===== config.mk =====
export PLATFORM = sky130hd
export DESIGN_NAME = multi_policy_ready_queue_unit
export DESIGN_NICKNAME = d
export VERILOG_FILES = /design/src/rtl/mpq_pkg.sv /design/src/rtl/mpq_ram.sv /design/src/rtl/mpq_apb.sv /design/src/rtl/mpq_seq.sv /design/src/rtl/multi_policy_ready_queue_unit.sv
export SDC_FILE = /design/constraint.sdc
export NUM_CORES = 1
export LEC_CHECK = 0
export BUFFER_PORTS_ARGS = -buffer_cell sky130_fd_sc_hd__buf_2
export CORE_MARGIN = 3
export CORE_UTILIZATION = 50
export CTS_BUF_LIST = sky130_fd_sc_hd__clkbuf_16
export DETAILED_ROUTE_END_ITERATION = 8
export PLACE_DENSITY = 0.67
export SKIP_LAST_GASP = 1
export SYNTH_ARGS = -nofsm -noshare
export SYNTH_HDL_FRONTEND = slang
export SYNTH_SLANG_ARGS = --single-unit
export TNS_END_PERCENT = 5

===== constraint.sdc =====
create_clock -name clk -period 8.2 [get_ports clk]
set_clock_uncertainty 0.2 [all_clocks]
set_input_delay 2.05 -clock clk [delete_from_list [all_inputs] [get_ports clk]]
set_output_delay 2.05 -clock clk [all_outputs]
set_load 0.05 [all_outputs]

===== src/rtl/mpq_pkg.sv =====
package mpq_pkg;

    localparam int DEF_QUEUE_DEPTH = 16;
    localparam int DEF_KEY_WIDTH   = 16;
    localparam int KEY_MAX_W       = 32;
    localparam int ID_W            = 4;
    localparam int SORT_KEY_W      = 16;
    localparam int LEN_W           = 5;
    localparam int MODE_W          = 3;

    localparam logic FUNC_PUSH = 1'b0;
    localparam logic FUNC_POP  = 1'b1;

    localparam logic [1:0] ST_OK      = 2'd0;
    localparam logic [1:0] ST_IGNORED = 2'd1;
    localparam logic [1:0] ST_FULL    = 2'd2;
    localparam logic [1:0] ST_EMPTY   = 2'd3;

    localparam logic [MODE_W-1:0] MODE_FCFS = 3'd0;
    localparam logic [MODE_W-1:0] MODE_RR   = 3'd1;
    localparam logic [MODE_W-1:0] MODE_PRIO = 3'd2;
    localparam logic [MODE_W-1:0] MODE_SJF  = 3'd3;
    localparam logic [MODE_W-1:0] MODE_SRTN = 3'd4;
    localparam logic [MODE_W-1:0] MODE_EDF  = 3'd5;

    typedef struct packed {
        logic                  func;
        logic [ID_W-1:0]       thread_id;
        logic                  is_ready;
        logic [SORT_KEY_W-1:0] sort_key;
    } in_word_t;

    typedef struct packed {
        logic [1:0]       status;
        logic [ID_W-1:0]  popped_thread;
        logic [LEN_W-1:0] queue_length;
    } out_word_t;

    // true when a queued entry with key ek stays ahead of a new entry with key nk
    function automatic logic stays_ahead(input logic [MODE_W-1:0] mode,
                                         input logic [KEY_MAX_W-1:0] ek,
                                         input logic [KEY_MAX_W-1:0] nk);
        logic r;
        r = 1'b1;
        case (mode) inside
            MODE_PRIO:                     r = (ek >= nk);
            MODE_SJF, MODE_SRTN, MODE_EDF: r = (ek <= nk);
            default:                       r = 1'b1;
        endcase
        return r;
    endfunction

endpackage


===== src/rtl/mpq_ram.sv =====
module mpq_ram #(
    parameter int WIDTH = 20,
    parameter int DEPTH = 16
) (
    input  logic                     clk,
    input  logic                     wr_en,
    input  logic [$clog2(DEPTH)-1:0] wr_addr,
    input  logic [WIDTH-1:0]         wr_data,
    input  logic                     rd_en,
    input  logic [$clog2(DEPTH)-1:0] rd_addr,
    output logic [WIDTH-1:0]         rd_data
);

    logic [WIDTH-1:0] mem [DEPTH];
    logic [WIDTH-1:0] rd_data_reg;

    always_ff @(posedge clk)
    begin
        if (wr_en)
        begin
            mem[wr_addr] <= wr_data;
        end
        if (rd_en)
        begin
            rd_data_reg <= mem[rd_addr];
        end
    end

    assign rd_data = rd_data_reg;

endmodule


===== src/rtl/mpq_apb.sv =====
module mpq_apb (
    input  logic                  clk,
    input  logic                  rst_n,
    input  logic                  psel,
    input  logic                  penable,
    input  logic                  pwrite,
    input  logic [2:0]            paddr,
    input  logic [31:0]           pwdata,
    output logic [31:0]           prdata,
    output logic                  pready,
    output logic [mpq_pkg::MODE_W-1:0] mode
);

    import mpq_pkg::*;

    localparam logic REG_MODE = 1'b0;

    logic [MODE_W-1:0] mode_reg;
    logic [MODE_W-1:0] mode_next;
    logic              wr_hit;

    assign pready = 1'b1;
    assign wr_hit = psel && penable && pwrite && (paddr[2] == REG_MODE);

    always_comb
    begin
        mode_next = mode_reg;
        if (wr_hit)
        begin
            mode_next = pwdata[MODE_W-1:0];
        end
    end

    always_ff @(posedge clk or negedge rst_n)
    begin
        if (!rst_n)
        begin
            mode_reg <= MODE_FCFS;
        end
        else
        begin
            mode_reg <= mode_next;
        end
    end

    always_comb
    begin
        prdata = '0;
        unique case (paddr[2])
            REG_MODE: prdata = {{(32-MODE_W){1'b0}}, mode_reg};
            default:  prdata = '0;
        endcase
    end

    assign mode = mode_reg;

endmodule


===== src/rtl/mpq_seq.sv =====
module mpq_seq #(
    parameter int QUEUE_DEPTH = mpq_pkg::DEF_QUEUE_DEPTH,
    parameter int KEY_WIDTH   = mpq_pkg::DEF_KEY_WIDTH
) (
    input  logic                           clk,
    input  logic                           rst_n,
    input  logic [mpq_pkg::MODE_W-1:0]     mode,
    input  logic                           in_valid,
    output logic                           in_ready,
    input  mpq_pkg::in_word_t              in_data,
    output logic                           out_valid,
    input  logic                           out_ready,
    output mpq_pkg::out_word_t             out_data,
    output logic                           wr_en,
    output logic [$clog2(QUEUE_DEPTH)-1:0] wr_addr,
    output logic [mpq_pkg::ID_W+KEY_WIDTH-1:0] wr_data,
    output logic                           rd_en,
    output logic [$clog2(QUEUE_DEPTH)-1:0] rd_addr,
    input  logic [mpq_pkg::ID_W+KEY_WIDTH-1:0] rd_data
);

    import mpq_pkg::*;

    localparam int AW    = $clog2(QUEUE_DEPTH);
    localparam int CNT_W = $clog2(QUEUE_DEPTH + 1);

    typedef enum logic [2:0] {
        S_IDLE,
        S_SCAN,
        S_SHIFT,
        S_POP,
        S_DONE
    } state_t;

    state_t                state_reg, state_next;
    in_word_t              op_reg, op_next;
    logic [KEY_WIDTH-1:0]  key_reg, key_next;
    logic [CNT_W-1:0]      size_reg, size_next;
    logic [CNT_W-1:0]      idx_reg, idx_next;
    logic [CNT_W-1:0]      pos_reg, pos_next;
    logic                  found_reg, found_next;
    logic                  dup_reg, dup_next;
    logic                  rd_vld_reg, rd_vld_next;
    logic [AW-1:0]         rd_addr_reg, rd_addr_next;
    logic [1:0]            status_reg, status_next;
    logic [ID_W-1:0]       popped_reg, popped_next;
    logic                  out_valid_reg, out_valid_next;
    out_word_t             out_data_reg, out_data_next;

    logic [ID_W-1:0]       rd_id;
    logic [KEY_WIDTH-1:0]  rd_key;

    assign rd_id  = rd_data[ID_W+KEY_WIDTH-1:KEY_WIDTH];
    assign rd_key = rd_data[KEY_WIDTH-1:0];

    assign in_ready  = (state_reg == S_IDLE);
    assign out_valid = out_valid_reg;
    assign out_data  = out_data_reg;

    always_comb
    begin
        state_next     = state_reg;
        op_next        = op_reg;
        key_next       = key_reg;
        size_next      = size_reg;
        idx_next       = idx_reg;
        pos_next       = pos_reg;
        found_next     = found_reg;
        dup_next       = dup_reg;
        rd_vld_next    = 1'b0;
        rd_addr_next   = rd_addr_reg;
        status_next    = status_reg;
        popped_next    = popped_reg;
        out_valid_next = out_valid_reg;
        out_data_next  = out_data_reg;
        rd_en          = 1'b0;
        rd_addr        = idx_reg[AW-1:0];
        wr_en          = 1'b0;
        wr_addr        = '0;
        wr_data        = '0;

        if (out_valid_reg && out_ready)
        begin
            out_valid_next = 1'b0;
        end

        unique case (state_reg)
            S_IDLE:
            begin
                if (in_valid)
                begin
                    op_next     = in_data;
                    key_next    = KEY_WIDTH'(in_data.sort_key);
                    idx_next    = '0;
                    found_next  = 1'b0;
                    dup_next    = 1'b0;
                    popped_next = '0;
                    status_next = ST_OK;
                    if (in_data.func == FUNC_POP)
                    begin
                        if (size_reg == '0)
                        begin
                            status_next = ST_EMPTY;
                            state_next  = S_DONE;
                        end
                        else
                        begin
                            state_next = S_POP;
                        end
                    end
                    else if (!in_data.is_ready)
                    begin
                        status_next = ST_IGNORED;
                        state_next  = S_DONE;
                    end
                    else
                    begin
                        state_next = S_SCAN;
                    end
                end
            end
            // read every entry: duplicate check and first entry the new one precedes
            S_SCAN:
            begin
                if (idx_reg < size_reg)
                begin
                    rd_en        = 1'b1;
                    rd_addr      = idx_reg[AW-1:0];
                    rd_vld_next  = 1'b1;
                    rd_addr_next = idx_reg[AW-1:0];
                    idx_next     = idx_reg + CNT_W'(1);
                end
                if (rd_vld_reg)
                begin
                    if (rd_id == op_reg.thread_id)
                    begin
                        dup_next = 1'b1;
                    end
                    if (!found_reg && !stays_ahead(mode, KEY_MAX_W'(rd_key),
                                                   KEY_MAX_W'(key_reg)))
                    begin
                        found_next = 1'b1;
                        pos_next   = CNT_W'(rd_addr_reg);
                    end
                end
                if (idx_reg == size_reg && !rd_vld_reg)
                begin
                    if (dup_reg)
                    begin
                        status_next = ST_IGNORED;
                        state_next  = S_DONE;
                    end
                    else if (size_reg == CNT_W'(QUEUE_DEPTH))
                    begin
                        status_next = ST_FULL;
                        state_next  = S_DONE;
                    end
                    else
                    begin
                        if (!found_reg)
                        begin
                            pos_next = size_reg;
                        end
                        idx_next   = size_reg;
                        state_next = S_SHIFT;
                    end
                end
            end
            // move entries pos..size-1 up by one, tail first, then drop in the new one
            S_SHIFT:
            begin
                if (idx_reg > pos_reg)
                begin
                    rd_en        = 1'b1;
                    rd_addr      = AW'(idx_reg - CNT_W'(1));
                    rd_vld_next  = 1'b1;
                    rd_addr_next = AW'(idx_reg - CNT_W'(1));
                    idx_next     = idx_reg - CNT_W'(1);
                end
                if (rd_vld_reg)
                begin
                    wr_en   = 1'b1;
                    wr_addr = rd_addr_reg + AW'(1);
                    wr_data = rd_data;
                end
                else if (idx_reg == pos_reg)
                begin
                    wr_en      = 1'b1;
                    wr_addr    = pos_reg[AW-1:0];
                    wr_data    = {op_reg.thread_id, key_reg};
                    size_next  = size_reg + CNT_W'(1);
                    state_next = S_DONE;
                end
            end
            // take the head, move the rest down by one
            S_POP:
            begin
                if (idx_reg < size_reg)
                begin
                    rd_en        = 1'b1;
                    rd_addr      = idx_reg[AW-1:0];
                    rd_vld_next  = 1'b1;
                    rd_addr_next = idx_reg[AW-1:0];
                    idx_next     = idx_reg + CNT_W'(1);
                end
                if (rd_vld_reg)
                begin
                    if (rd_addr_reg == '0)
                    begin
                        popped_next = rd_id;
                    end
                    else
                    begin
                        wr_en   = 1'b1;
                        wr_addr = rd_addr_reg - AW'(1);
                        wr_data = rd_data;
                    end
                end
                if (idx_reg == size_reg && !rd_vld_reg)
                begin
                    size_next  = size_reg - CNT_W'(1);
                    state_next = S_DONE;
                end
            end
            S_DONE:
            begin
                if (!out_valid_reg || out_ready)
                begin
                    out_valid_next              = 1'b1;
                    out_data_next.status        = status_reg;
                    out_data_next.popped_thread = popped_reg;
                    out_data_next.queue_length  = LEN_W'(size_reg);
                    state_next                  = S_IDLE;
                end
            end
            default:
            begin
                state_next = S_IDLE;
            end
        endcase
    end

    always_ff @(posedge clk or negedge rst_n)
    begin
        if (!rst_n)
        begin
            state_reg     <= S_IDLE;
            size_reg      <= '0;
            rd_vld_reg    <= 1'b0;
            out_valid_reg <= 1'b0;
            found_reg     <= 1'b0;
            dup_reg       <= 1'b0;
            idx_reg       <= '0;
            pos_reg       <= '0;
        end
        else
        begin
            state_reg     <= state_next;
            size_reg      <= size_next;
            rd_vld_reg    <= rd_vld_next;
            out_valid_reg <= out_valid_next;
            found_reg     <= found_next;
            dup_reg       <= dup_next;
            idx_reg       <= idx_next;
            pos_reg       <= pos_next;
        end
    end

    always_ff @(posedge clk)
    begin
        op_reg       <= op_next;
        key_reg      <= key_next;
        rd_addr_reg  <= rd_addr_next;
        status_reg   <= status_next;
        popped_reg   <= popped_next;
        out_data_reg <= out_data_next;
    end

    a_size_bound: assert property (@(posedge clk) disable iff (!rst_n)
        size_reg <= CNT_W'(QUEUE_DEPTH))
        else $error("queue size above depth");

    a_no_write_idle: assert property (@(posedge clk) disable iff (!rst_n)
        (state_reg == S_IDLE || state_reg == S_DONE) |-> !wr_en)
        else $error("memory write outside a walk");

    a_one_at_a_time: assert property (@(posedge clk) disable iff (!rst_n)
        (in_valid && in_ready) |=> !in_ready)
        else $error("second word taken while one is in work");

    a_result_loaded: assert property (@(posedge clk) disable iff (!rst_n)
        (state_reg == S_DONE && (!out_valid_reg || out_ready)) |=> out_valid_reg)
        else $error("finished word not presented");

endmodule


===== src/rtl/multi_policy_ready_queue_unit.sv =====
// Work per word, n = queue length: a pop reads all n entries and moves each behind the head
// down by one; a push reads all n, then moves the entries from its slot to the tail up by one;
// a duplicate or full push reads all n; a not-ready push or empty-queue pop reads none. A
// result also waits for out_ready on the prior one. One word at a time, the next taken in
// the cycle after the result is loaded; walks use the single read port, one entry a cycle.
// Reset (rst_n, async, active low): queue empty, mode FCFS, no word pending;
// the entry memory is not cleared and entries at or beyond the length are never read.
module multi_policy_ready_queue_unit #(
    parameter int QUEUE_DEPTH = mpq_pkg::DEF_QUEUE_DEPTH,
    parameter int KEY_WIDTH   = mpq_pkg::DEF_KEY_WIDTH
) (
    input  logic               clk,
    input  logic               rst_n,
    input  logic               psel,
    input  logic               penable,
    input  logic               pwrite,
    input  logic [2:0]         paddr,
    input  logic [31:0]        pwdata,
    output logic [31:0]        prdata,
    output logic               pready,
    input  logic               in_valid,
    output logic               in_ready,
    input  mpq_pkg::in_word_t  in_data,
    output logic               out_valid,
    input  logic               out_ready,
    output mpq_pkg::out_word_t out_data
);

    import mpq_pkg::*;

    localparam int AW  = $clog2(QUEUE_DEPTH);
    localparam int EW  = ID_W + KEY_WIDTH;

    logic [MODE_W-1:0] mode;
    logic              wr_en;
    logic [AW-1:0]     wr_addr;
    logic [EW-1:0]     wr_data;
    logic              rd_en;
    logic [AW-1:0]     rd_addr;
    logic [EW-1:0]     rd_data;

    mpq_apb u_apb (
        .clk     (clk),
        .rst_n   (rst_n),
        .psel    (psel),
        .penable (penable),
        .pwrite  (pwrite),
        .paddr   (paddr),
        .pwdata  (pwdata),
        .prdata  (prdata),
        .pready  (pready),
        .mode    (mode)
    );

    mpq_ram #(
        .WIDTH (EW),
        .DEPTH (QUEUE_DEPTH)
    ) u_ram (
        .clk     (clk),
        .wr_en   (wr_en),
        .wr_addr (wr_addr),
        .wr_data (wr_data),
        .rd_en   (rd_en),
        .rd_addr (rd_addr),
        .rd_data (rd_data)
    );

    mpq_seq #(
        .QUEUE_DEPTH (QUEUE_DEPTH),
        .KEY_WIDTH   (KEY_WIDTH)
    ) u_seq (
        .clk       (clk),
        .rst_n     (rst_n),
        .mode      (mode),
        .in_valid  (in_valid),
        .in_ready  (in_ready),
        .in_data   (in_data),
        .out_valid (out_valid),
        .out_ready (out_ready),
        .out_data  (out_data),
        .wr_en     (wr_en),
        .wr_addr   (wr_addr),
        .wr_data   (wr_data),
        .rd_en     (rd_en),
        .rd_addr   (rd_addr),
        .rd_data   (rd_data)
    );

endmodule


==> summary.txt, run 1 <==
Outcome
  – Status: finished clean

Worst setup path
  – Flop2flop setup slack: 3500 ps
  – FF-to-FF End: u_ram.mem[3][0]
  – Reg2reg start: u_seq.state_reg[0]
  – CP required: 5950 ps
  – Reg2Reg Depth: 7
  – CP Class: primary input to output pin
  – Worst setup EP type: output pin
  – Crit path DAT: 2530 ps
  – Worst-path maximum fanout: 4
  – Startpoint class of the critical path: primary input

Timing
  – Final setup vio count: 0
  – RSZ-0062 raised after global routing: false
  – Slew @ Worst Pin: 1219 ps
  – Rel. slew slack: 18.53%
  – Period utilisation layout: 58.33%
  – Final Slew Violations: 0
  – Total negative slack: 0 ps
  – Final Hold Viols: 0
  – Worst Hold Slack: 219.2 ps
  – Crit path time final: 4783 ps
  – Final WS setup: 3417 ps
  – Fmax: 209.1 MHz

GRT
  – First-pass GRT wire length: 69,310 um
  – Vias in the first global route: 11,263
  – GRT Util Overall: 22.21%
  – Antenna violations before repair: 0
  – Congestion Overflow GR: 0
  – Largest net degree at the start of global routing: 56

Die
  – Initial core utilization: 51.40%
  – Row count: 71
  – Die area: 41,680 um^2
  – Die span in y: 204.2 um
  – Top-level port count: 110
  – Placeable Area: 38,200 um^2
  – Chip width: 204.2 um

Job
  – Total of max-cap violations: 0

Layout
  – Fillcell total: 2,924
  – Area of the multi-input gates: 6982 um^2
  – Final #Nets: 1,366
  – Fraction of layout cells with a size suffix above 1: 23.47%
  – Layout Utilization: 57.14%
  – Most frequent cells in the layout: edfxtp_1, mux2i_1, mux4_2
  – Max reg flops: 320
  – Commonest non-fill, non-tap cell in the layout: edfxtp_1
  – Register area: 12,070 um^2
  – Final instance area: 21,830 um^2
  – Area Growth Syn to Fin: 11.18%
  – N_diodes: 0

Power and ir drop
  – Sw frac: 20.09%
  – Internal power: 0.003441 W
  – Net Switching: 0.0008648 W
  – Leakage power: 6.539 nW
  – Clock group share of total power: 46.5%
  – VDD IR-drop max: 0.1400 mV
  – Sequential share of power: 52.0%
  – Combinational cell fraction of total power: 1.4%
  – PD cells: 197.2 nW/um^2

Clock tree
  – CTS resizes: 0
  – Worst-path clk slew: 60 ps
  – Post-CTS setup buffer count: 0
  – Later-pin clock latency in the skew report: 580 ps
  – CTS H-tree depth: 2
  – Num Clock Sinks: 406
  – CTS tree: yes
  – CTS Buf Count: 44
  – Clock buffer depth: 3
  – Post-CTS Hold Buffers: 0
  – Root buffer cell: clkbuf_16

Hold path
  – Hold crit path type: flip-flop to flip-flop
  – WHS Endpoint: u_seq.out_data[7]
  – Worst Hold Depth: 0
  – Min-delay src: u_seq.popped_reg[2]

Yosys
  – Number of synthesis warnings: 0
  – Top FF cell, synth: edfxtp_1
  – Synthesized area per cell: 16.12 um^2
  – Number of flops mapped to enable cells by yosys: 381
  – Yosys cell types: 67
  – Synth top area cells: edfxtp_1, mux4_2, mux2i_1
  – Post-synth top area share: 58.27%
  – Post-Syn Instances: 1,218
  – Synthesized area: 19,630 um^2
  – #FFs+latches synth: 406
  – Async SR Flop Fraction: 6.158%
  – Post-synth top area cell: edfxtp_1
  – Post-synthesis sequential area ratio: 61.46%

Drt
  – Post-DRT Antenna Nets: 0
  – DRT Wirelength: 45,630 um
  – Top layer in use: met4
  – DRT met1 WL: 18,850 um
  – DR WL/cell: 25.14 um
  – DR vias: 11,293
  – First-pass DRT Iterations: 5
  – Met3 WL post-DR: 3630 um
  – Post-route DRC violation count: 0
  – Metal2 WL: 21,800 um
  – Initial drt markers: 1,136
  – Number of vias per cell: 6.222

Placement
  – DP HPWL: 26,340 um
  – Port Buffers: 48
  – Placer Congestion: 0.8308
  – Placed inst area: 20,360 um^2
  – Post-Place Worst Slack: 3415 ps
[routing by layer]
layer | vias to the layer above | track usage [%]
met4 | 0 | 7.692
met3 | 99 | 4.173
met5 | - | 0
li1 | 4908 | -
met2 | 467 | 35.75
met1 | 5819 | 30.73
[power groups by stage]
stage	clock [W]	combinational (W)	sequential [W]
2_1_floorplan	0	0.0000585	0.00228
3_3_place_gp	0	0.0000610	0.00228
3_5_place_dp	0	0.0000611	0.00228
4_1_cts	0.00204	0.0000617	0.00224
5_1_grt	0.00212	0.0000653	0.00224
6_report	0.00200	0.0000615	0.00224
[kinds of logic after synthesis]
logic type | after synthesis | share of synthesized area, %
other | 2 | 0.03825
buffers and inverters | 155 | 4.047
multiplexers | 268 | 20.44
AND/OR/NAND/NOR | 180 | 4.448
flip-flops | 406 | 61.46
adder cells (fa/ha/maj) | 34 | 2.205
AO/OA/AOI/OAI | 153 | 6.430
XOR/XNOR | 20 | 0.9304
[per-stage QoR]
stage          power, W  std cells
6_report       0.004306       1815
3_3_place_gp   0.002345       1733
2_1_floorplan  0.002341       1246
3_5_place_dp   0.002345       1733
4_1_cts        0.004340       1815
5_1_grt        0.004425       1815
[worst max path at each step]
| stage | to | cells past startpoint | start |
|---|---|---|---|
| after CTS | prdata[0] | 3 | paddr[2] |
| after floorplan | prdata[0] | 1 | paddr[2] |
| final | prdata[0] | 3 | paddr[2] |
| after global placement | prdata[0] | 3 | paddr[2] |
| after detailed placement | prdata[2] | 3 | paddr[2] |
| after global routing | u_ram.mem[3][0] | 7 | u_seq.state_reg[0] |
[cell type report]
type                            instances  area share (%)
Clock inverter                         37           1.571
Multi-Input combinational cell        685           31.98
Inverter                               53          0.9114
Tap cell                              511           2.929
Timing Repair Buffer                   78           2.132
Clock buffer                           45           5.159
Sequential cell                       406           55.31
[critical path, stage by stage]
cell,delay (ps)
buf_2,120
nor2b_1,100
buf_2,270
[Yosys cell counts (8+ instances only)]
master    count
a21oi_1      27
o22a_1       15
nor2b_1       8
o221ai_2     19
clkbuf_1     37
xor2_1        8
nand2_1      44
ha_1         33
inv_1        52
o21ai_0      17
buf_4        34
nand3_1      14
nor3_1       10
a22o_1       24
mux4_2      106
dfrtp_1      25
nor2_1       55
nand2b_1     11
buf_2        16
mux2i_1     158
edfxtp_1    381
buf_1         8
xnor2_1      11
(Power assumes the default switching activity.)
==> run 2: changes to the inputs <==
- ABC_AREA: default -> 1
- PLACE_DENSITY: 0.67 -> 0.7
- clock period: 8.2 -> 4.2 ns (I/O delays scaled with it)
==> run 2 against run 1 <==
Combinational power is 89% higher; first-iteration DRC count is 18% higher; register-to-register slack worse by 2700 ps; global-route usage is 1.3 points higher; count of clock-buffer cells in the layout is 2 lower; synthesized area is 5.4% lower; final area is 4.9% lower; core utilization is 0.37 points higher.
==> summary.txt, run 2 <==
Clock tree
  – CTS resizes: 0 (unchanged)
  – Worst-path clk slew: 60 ps (about the same)
  – Root buffer cell: clkbuf_16
  – Later-pin clock latency in the skew report: 570 ps (about the same)
  – CTS tree: yes
  – Num Clock Sinks: 406 (unchanged)
  – CTS Buf Count: 43 (-2.3%)
  – CTS H-tree depth: 2 (unchanged)
  – Post-CTS setup buffer count: 0 (unchanged)
  – Post-CTS Hold Buffers: 0 (unchanged)
  – Clock buffer depth: 3 (unchanged)

Die
  – Die area: 39,500 um^2 (-5.2%)
  – Chip width: 198.7 um (-2.7%)
  – Die span in y: 198.7 um (-2.7%)
  – Row count: 69 (-2.8%)
  – Placeable Area: 36,090 um^2 (-5.5%)
  – Initial core utilization: 51.47% (+0.071 points)
  – Top-level port count: 110 (unchanged)

Placement
  – Port Buffers: 48 (unchanged)
  – Placer Congestion: 0.8978 (+8.1%)
  – DP HPWL: 26,580 um (+0.90%)
  – Placed cell count: 2,205 (+27%)

Layout
  – Most frequent cells in the layout: nand2_1, edfxtp_1, nand3_1
  – Register area: 12,070 um^2 (about the same)
  – Area Growth Syn to Fin: 11.73%
  – Max reg flops: 320 (unchanged)
  – Fillcell total: 2,905 (-0.65%)
  – Fraction of layout cells with a size suffix above 1: 10.73% (-13 points)
  – Commonest non-fill, non-tap cell in the layout: nand2_1
  – Final non-filler cell total: 2,278 (+26%)
  – N_diodes: 0 (unchanged)
  – Final #Nets: 1,887 (+38%)
  – Area of the multi-input gates: 5429 um^2 (-22%)

Worst setup path
  – Top cell family by delay on the critical path: simple AND/OR/NAND/NOR gates
  – Most used cell, CP: nor2_1
  – Critical path's slowest cell: edfxtp_1
  – Worst setup EP type: flip-flop
  – Worst-path maximum fanout: 16 (+12)
  – CP Class: flip-flop to flip-flop
  – CP Cell Sequence: inv_1, ha_1, nor3b_1, nor2_1, nand2_1, nor2_1, a221oi_1, nand3_1, nor2_2, buf_12
  – CP required: 4260 ps (-1690 ps)
  – Buf/Inv on CP: 2 (unchanged)
  – Startpoint class of the critical path: flip-flop
  – Crit path DAT: 3480 ps (+950 ps)
  – Crit path largest cell delay: 500 ps (+230 ps)

Timing
  – RSZ-0062 raised after global routing: false
  – Final Hold Viols: 0 (unchanged)
  – Fmax: 292.3 MHz
  – Total negative slack: 0 ps (unchanged)
  – Period utilisation layout: 81.44%
  – Rel. slew slack: 27.79% (+9.3 points)
  – Crit path time final: 3421 ps
  – Final Slew Violations: 0 (unchanged)
  – Slew @ Worst Pin: 1083 ps (-136.2 ps)
  – Final setup vio count: 0 (unchanged)

Yosys
  – Post-synthesis sequential area ratio: 64.96% (+3.5 points)
  – Commonest cells post-synth: nand2_1, edfxtp_1, nand3_1
  – Synthesized area: 18,570 um^2 (-5.4%)
  – Most frequent cell after synthesis: nand2_1
  – Yosys cell types: 45 (-33%)
  – Post-Syn Instances: 1,723 (+41%)
  – Number of synthesis warnings: 0 (unchanged)
  – Post-synth top area share: 61.60% (+3.3 points)
  – Synthesized area per cell: 10.78 um^2 (-33%)
  – Number of flops mapped to enable cells by yosys: 381 (unchanged)
  – #FFs+latches synth: 406 (unchanged)
  – Post-synth top area cell: edfxtp_1
  – Synth top area cells: edfxtp_1, nand2_1, nand3_1
  – Top FF cell, synth: edfxtp_1
  – Async SR Flop Fraction: 6.158% (unchanged)

Outcome
  – Status: finished clean

Drt
  – DRT met1 WL: 18,980 um (+0.73%)
  – Metal2 WL: 21,900 um (+0.47%)
  – DR WL/cell: 20.34 um (-19%)
  – Number of vias per cell: 5.630 (-9.5%)
  – Post-route DRC violation count: 0 (unchanged)
  – Initial drt markers: 1,340 (+18%)
  – Met3 WL post-DR: 3963 um (+9.2%)
  – DRT Wirelength: 46,330 um (+1.5%)
  – Top layer in use: met5
  – DR vias: 12,826 (+14%)
  – Post-DRT Antenna Nets: 0 (unchanged)
  – First-pass DRT Iterations: 5 (unchanged)

GRT
  – Antenna violations before repair: 1 (+1)
  – Largest net degree at the start of global routing: 121 (+120%)
  – Congestion Overflow GR: 0 (unchanged)
  – Vias in the first global route: 12,395 (+10%)
  – First-pass GRT wire length: 70,810 um (+2.2%)
  – GRT Util Overall: 23.53% (+1.3 points)

Power and ir drop
  – PD cells: 381.4 nW/um^2 (+93%)
  – VDD IR-drop max: 0.3366 mV (+140%)
  – Leakage power: 7.763 nW (+19%)

Hold path
  – Hold crit path type: flip-flop to flip-flop

Job
  – Total of max-cap violations: 0 (unchanged)
-- run 2: power breakdown --
part | total [W] | leakage, nW | switching, W | internal [W]
sequential | 0.00437 | 3.01 | 0.00000226 | 0.00437
combinational | 0.000116 | 4.10 | 0.0000983 | 0.0000179
clock | 0.00343 | 0.651 | 0.00152 | 0.00191
total | 0.00791 | 7.76 | 0.00162 | 0.00630
-- run 2: final timing paths --
| path | start | end | slack (ps) | cells after the start |
|---|---|---|---|---|
| max | u_seq.rd_addr_reg[0] | u_ram.mem[8][13] | 780 | 10 |
| min | u_seq.status_reg[1] | u_seq.out_data[10] | 220 | 0 |
| max reg2reg | u_seq.rd_addr_reg[0] | u_ram.mem[8][13] | 780 | 10 |
| min reg2reg | u_seq.status_reg[1] | u_seq.out_data[10] | 220 | 0 |
| max in group asynchronous | rst_n | u_seq.idx_reg[0] | 3100 | 1 |
| min in group asynchronous | rst_n | u_seq.pos_reg[2] | 290 | 1 |
-- run 2: per-layer routing --
metal / global-route usage [%] / vias up
met5: 0 / -
li1: - / 6021
met1: 31.85 / 6151
met2: 38.23 / 555
met3: 4.116 / 97
met4: 9.240 / 2
-- run 2: worst register-to-register path, delay by kind of cell (launching register included) --
kind	cells	cell delay, ps
compound gates	1	390
buf+inv	2	360
flops	1	500
fa+ha+maj	1	200
simple gates	6	1450
-- run 2: final cells by class --
cell class                 count  area share [%]
inverter                     165           2.984
sequential                   406           58.14
clock buffer                  43           5.185
timing repair buffer         103           3.931
clock inverter                30          0.8199
tap                          461           2.779
multi-input combinational   1070           26.16
-- run 2: metrics by stage --
| step | hold slack (ps) | setup slack (ps) | total power, W | util, % | cell area [um^2] |
|---|---|---|---|---|---|
| 6_report | 216.0 | 779.4 | 0.007915 | 57.51 | 20750 |
| 5_1_grt | 234.6 | 497.9 | 0.008151 | 57.51 | 20750 |
| 4_1_cts | 217.4 | 794.9 | 0.007974 | 57.51 | 20750 |
| 3_5_place_dp | 205.4 | 817.5 | 0.004571 | 54.06 | 19510 |
| 3_3_place_gp | 205.3 | 885.6 | 0.004570 | 54.06 | 19510 |
| 2_1_floorplan | 200.3 | 878.2 | 0.004562 | - | 18680 |
-- run 2: cells by family after synthesis --
logic type | after synthesis | synth area share [%]
other | 2 | 0.04043
AO/OA/AOI/OAI | 163 | 5.281
buffers and inverters | 275 | 6.824
XOR/XNOR | 18 | 0.8488
AND/OR/NAND/NOR | 824 | 19.65
multiplexers | 1 | 0.06062
flip-flops | 406 | 64.96
adder cells (fa/ha/maj) | 34 | 2.331
